--- src/rtl/sum_tree_weighted_select_top_defines.svh ---
// ----------------------------------------------------------------------------
// sum tree weighted select - assertion macros
// shared assertion helpers for the rtl, compiled out when SYNTH is defined
// ----------------------------------------------------------------------------
`ifndef SUM_TREE_WEIGHTED_SELECT_TOP_DEFINES_SVH
`define SUM_TREE_WEIGHTED_SELECT_TOP_DEFINES_SVH

`ifndef SYNTH
// same-cycle implication
`define STWS_ASSERT_SAME(label, clk, rst_n, ante, cons) \
    label: assert property (@(posedge clk) disable iff (!rst_n) (ante) |-> (cons)) \
        else $error("same-cycle check failed");
// next-cycle implication
`define STWS_ASSERT_NEXT(label, clk, rst_n, ante, cons) \
    label: assert property (@(posedge clk) disable iff (!rst_n) (ante) |=> (cons)) \
        else $error("next-cycle check failed");
`else
`define STWS_ASSERT_SAME(label, clk, rst_n, ante, cons)
`define STWS_ASSERT_NEXT(label, clk, rst_n, ante, cons)
`endif

`endif

--- src/rtl/stws_pkg.sv ---
// ----------------------------------------------------------------------------
// stws_pkg
// shared types and constants of the sum tree weighted selector
// ----------------------------------------------------------------------------
`default_nettype none

package stws_pkg;

    // fixed field widths
    localparam int NODE_BITS  = 42;
    localparam int INDEX_BITS = 10;

    // operation codes
    localparam logic OP_SET  = 1'b0;
    localparam logic OP_FIND = 1'b1;

    // controller states
    typedef enum logic [2:0] {
        ST_CLEAR,
        ST_IDLE,
        ST_START,
        ST_SET_UP,
        ST_FIND_DOWN,
        ST_FINISH
    } t_state;

    // controller to datapath commands
    typedef struct packed {
        logic clear_step;
        logic capture;
        logic set_start;
        logic set_step;
        logic find_start;
        logic find_step;
        logic load_out;
    } t_dp_cmd;

    // datapath to controller status
    typedef struct packed {
        logic clear_last;
        logic op_find;
        logic at_root;
        logic find_last;
        logic out_free;
    } t_dp_sts;

endpackage

`default_nettype wire

--- src/rtl/stws_ctrl.sv ---
// ----------------------------------------------------------------------------
// stws_ctrl
// sequencer for clearing, leaf update ascent and target descent
// ----------------------------------------------------------------------------
`default_nettype none

`include "sum_tree_weighted_select_top_defines.svh"

module stws_ctrl
    import stws_pkg::*;
(
    input  wire logic    i_clk,
    input  wire logic    i_rst_n,
    input  wire logic    i_valid,
    output logic         o_ready,
    input  wire t_dp_sts i_sts,
    output t_dp_cmd      o_cmd
);

    t_state r_state;
    t_state n_state;

    // state register
    always_ff @(posedge i_clk) begin
        if (!i_rst_n) begin
            r_state <= ST_CLEAR;
        end else begin
            r_state <= n_state;
        end
    end

    // next state
    always_comb begin
        n_state = r_state;
        unique case (r_state)
            ST_CLEAR: begin
                if (i_sts.clear_last) n_state = ST_IDLE;
            end
            ST_IDLE: begin
                if (i_valid) n_state = ST_START;
            end
            ST_START: begin
                n_state = i_sts.op_find ? ST_FIND_DOWN : ST_SET_UP;
            end
            ST_SET_UP: begin
                if (i_sts.at_root) n_state = ST_FINISH;
            end
            ST_FIND_DOWN: begin
                if (i_sts.find_last) n_state = ST_FINISH;
            end
            ST_FINISH: begin
                if (i_sts.out_free) n_state = ST_IDLE;
            end
            default: n_state = ST_CLEAR;
        endcase
    end

    // command outputs
    always_comb begin
        o_cmd   = '0;
        o_ready = 1'b0;
        unique case (r_state)
            ST_CLEAR: begin
                o_cmd.clear_step = 1'b1;
            end
            ST_IDLE: begin
                o_ready       = 1'b1;
                o_cmd.capture = i_valid;
            end
            ST_START: begin
                o_cmd.find_start = i_sts.op_find;
                o_cmd.set_start  = !i_sts.op_find;
            end
            ST_SET_UP: begin
                o_cmd.set_step = 1'b1;
            end
            ST_FIND_DOWN: begin
                o_cmd.find_step = 1'b1;
            end
            ST_FINISH: begin
                o_cmd.load_out = i_sts.out_free;
            end
            default: begin
                o_cmd = '0;
            end
        endcase
    end

    // checks
    `STWS_ASSERT_NEXT(a_clear_ends, i_clk, i_rst_n,
        (r_state == ST_CLEAR) && i_sts.clear_last, r_state == ST_IDLE)
    `STWS_ASSERT_SAME(a_load_free, i_clk, i_rst_n, o_cmd.load_out, i_sts.out_free)
    `STWS_ASSERT_NEXT(a_accept_starts, i_clk, i_rst_n,
        (r_state == ST_IDLE) && i_valid, r_state == ST_START)

endmodule

`default_nettype wire

--- config.mk ---
export PLATFORM = sky130hd
export DESIGN_NAME = stws_ctrl
export DESIGN_NICKNAME = d
export VERILOG_FILES = /design/src/rtl/stws_pkg.sv /design/src/rtl/stws_ctrl.sv
export VERILOG_INCLUDE_DIRS = /design/src /design/src/rtl
export SDC_FILE = /design/constraint.sdc
export NUM_CORES = 1
export LEC_CHECK = 0
export BUFFER_PORTS_ARGS = -buffer_cell sky130_fd_sc_hd__clkbuf_2
export CAP_MARGIN = 20
export CELL_PAD_IN_SITES_DETAIL_PLACEMENT = 1
export CELL_PAD_IN_SITES_GLOBAL_PLACEMENT = 1
export CORE_AREA = 2 2 39 41
export DETAILED_ROUTE_END_ITERATION = 16
export DIE_AREA = 0 0 41 43
export GPL_ROUTABILITY_DRIVEN = 0
export HOLD_SLACK_MARGIN = 0.05
export PLACE_DENSITY = 0.69
export SYNTH_ARGS = -nofsm -noshare
export SYNTH_HDL_FRONTEND = slang
export SYNTH_SLANG_ARGS = --single-unit
--- constraint.sdc ---
create_clock -name i_clk -period 2.6 [get_ports i_clk]
set_input_delay 0.13 -clock i_clk [delete_from_list [all_inputs] [get_ports i_clk]]
set_output_delay 0.13 -clock i_clk [all_outputs]
set_load 0.1 [all_outputs]
==> summary.txt <==
Status - completed
Fmax - 0.500 GHz
Crit Path Category - flip-flop to output pin
WL per Instance - 11.7 um
First-pass GRT wire length - 1290 um
Top reg by flops - r_state
IO Port Bufs - 15
Max reg flops - 3
Syn Inst Count - 38
Synth unique cells - 24
Die Area - 0.00176 mm2
Top FF cell, synth - dfxtp_1
Arrival time worst endpoint - 1.87 ns
Post-Route Hold Slack - 0.170 ns
Rel. slew slack - 63.8%
CTS Buf Count - 3
Die height - 43 um
Place WS - 0.859 ns
Initial Utilization - 20.5%
Root Driver - clkbuf_4
Clk_lat worst skew - 0.23 ns
Register area share after synthesis - 21.1%
Syn Area/Cell - 7.47 um2
Total setup buffers inserted after CTS - 0
Final Hold Fails - 0
Clk_skew - 0.00176 ns
Worst Hold Class - primary input to flip-flop
Max-Cap Viols - 0
# setup viols final - 0
GRT Overall Usage - 10.7%
Layout area overhead - 41.0%
Final nets - 63
Most frequent cells in the layout - clkbuf_2, nor2_1
Async set or reset register ratio after synthesis - 0%
Vias/cell - 4.73
Core Box Area - 0.00138 mm2
DRC - 0
RSZ-0062 raised after global routing - false
Placement Rows - 14
Clock buffer depth - 2
Worst setup EP type - output pin
Crit share post-route - 76.9%
DRT Wirelength - 817 um
Yosys warns - 0
Commonest non-fill, non-tap cell in the layout - clkbuf_2
Antenna violations before repair - 0
Dpl hpwl - 629 um
Vias - 331
Post-synthesis register bit count - 3
H-tree levels - 1
Vias in the first global route - 312
Post-synthesis cell area - 284 um2
Post_cts resized - 0
Antenna Nets Post-Route - 0
Utilization after layout - 28.9%
DR iter-0 viols - 2
CTS clk-pin slew, worst paths - 0.04 ns
Sum Neg Setup Slack - 0 ns
Antenna diodes - 0
CTS tree - built
Share of post-route cells with drive strength above 1 - 48.1%
Number of synthesized flops with an enable pin - 0
Post-CTS Hold Buffers - 0
Startpoint types - flip-flop
Grt ovf - 0
Final min period - 2.00 ns
Worst EP required - 2.47 ns
Fin. max-slew vios - 0
Clk sink count - 3
Synthesized Nets - 46
I/O pins - 16
Critical Path Fanout Max - 14
Worst-Margin Slew - 0.546 ns
Largest net degree at the start of global routing - 15
Die W - 41 um
Post-layout worst setup margin - 0.602 ns
Biggest regs - r_state x3
Drt pass-1 iters - 2
[critical path: stages (launching register included)]
cell      delay, ns
dfxtp_1        0.61
inv_1          0.17
nor3_2         0.24
and2_1         0.17
clkbuf_2       0.45
[cells by family (layout without fill, tap and decap cells)]
logic type,after synthesis,in the layout,share of synthesized area (%)
flops,3,3,21.1
buf+inv,4,20,8.37
compound gates,8,8,19.8
simple gates,20,20,37.9
mux,3,3,12.8
[cell usage after synthesis (2+ instances only)]
library cell / n / area share (%)
nand2_1: 3 / 4.0
dfxtp_1: 3 / 21
nand2b_1: 3 / 6.6
o21ai_0: 2 / 3.5
nor3_1: 4 / 7.0
nor2_1: 5 / 6.6
[worst paths after layout]
check / slack (ns) / end / from / depth (start not counted)
max: 0.60 / o_cmd[5] / r_state[0] / 4
min: 0.17 / r_state[1] / i_rst_n / 3
max reg2reg: 1.03 / r_state[2] / r_state[0] / 3
min reg2reg: 0.67 / r_state[0] / r_state[0] / 2
[per-layer routing]
metal  vias to the layer above  share of wire [%]  GRT usage, %
li1                        167                  -             -
met1                       149                 48          14.0
met2                        15                 45          15.0
met3                         0                6.9          4.71
met4                         0                  0          4.00
met5                         -                  0             0
[stage by stage]
stage                     std cells  area (um2)
final                            70         400
after global routing             70         400
after detailed placement         66         374
after floorplan                  38         299
after CTS                        70         400
after global placement           66         374
[cell type report]
type / count / area [um2]
well taps: 16 / 20.0
clock buffers: 4 / 26.3
multi-input cells: 31 / 215
inverters: 1 / 3.75
flip-flops and latches: 3 / 60.1
fillers: 184 / 983
repair buffers: 15 / 75.1
Power is left out: the tool's default activity adds up to more than one toggle a clock period on the data nets, which glitch-free logic cannot reach.
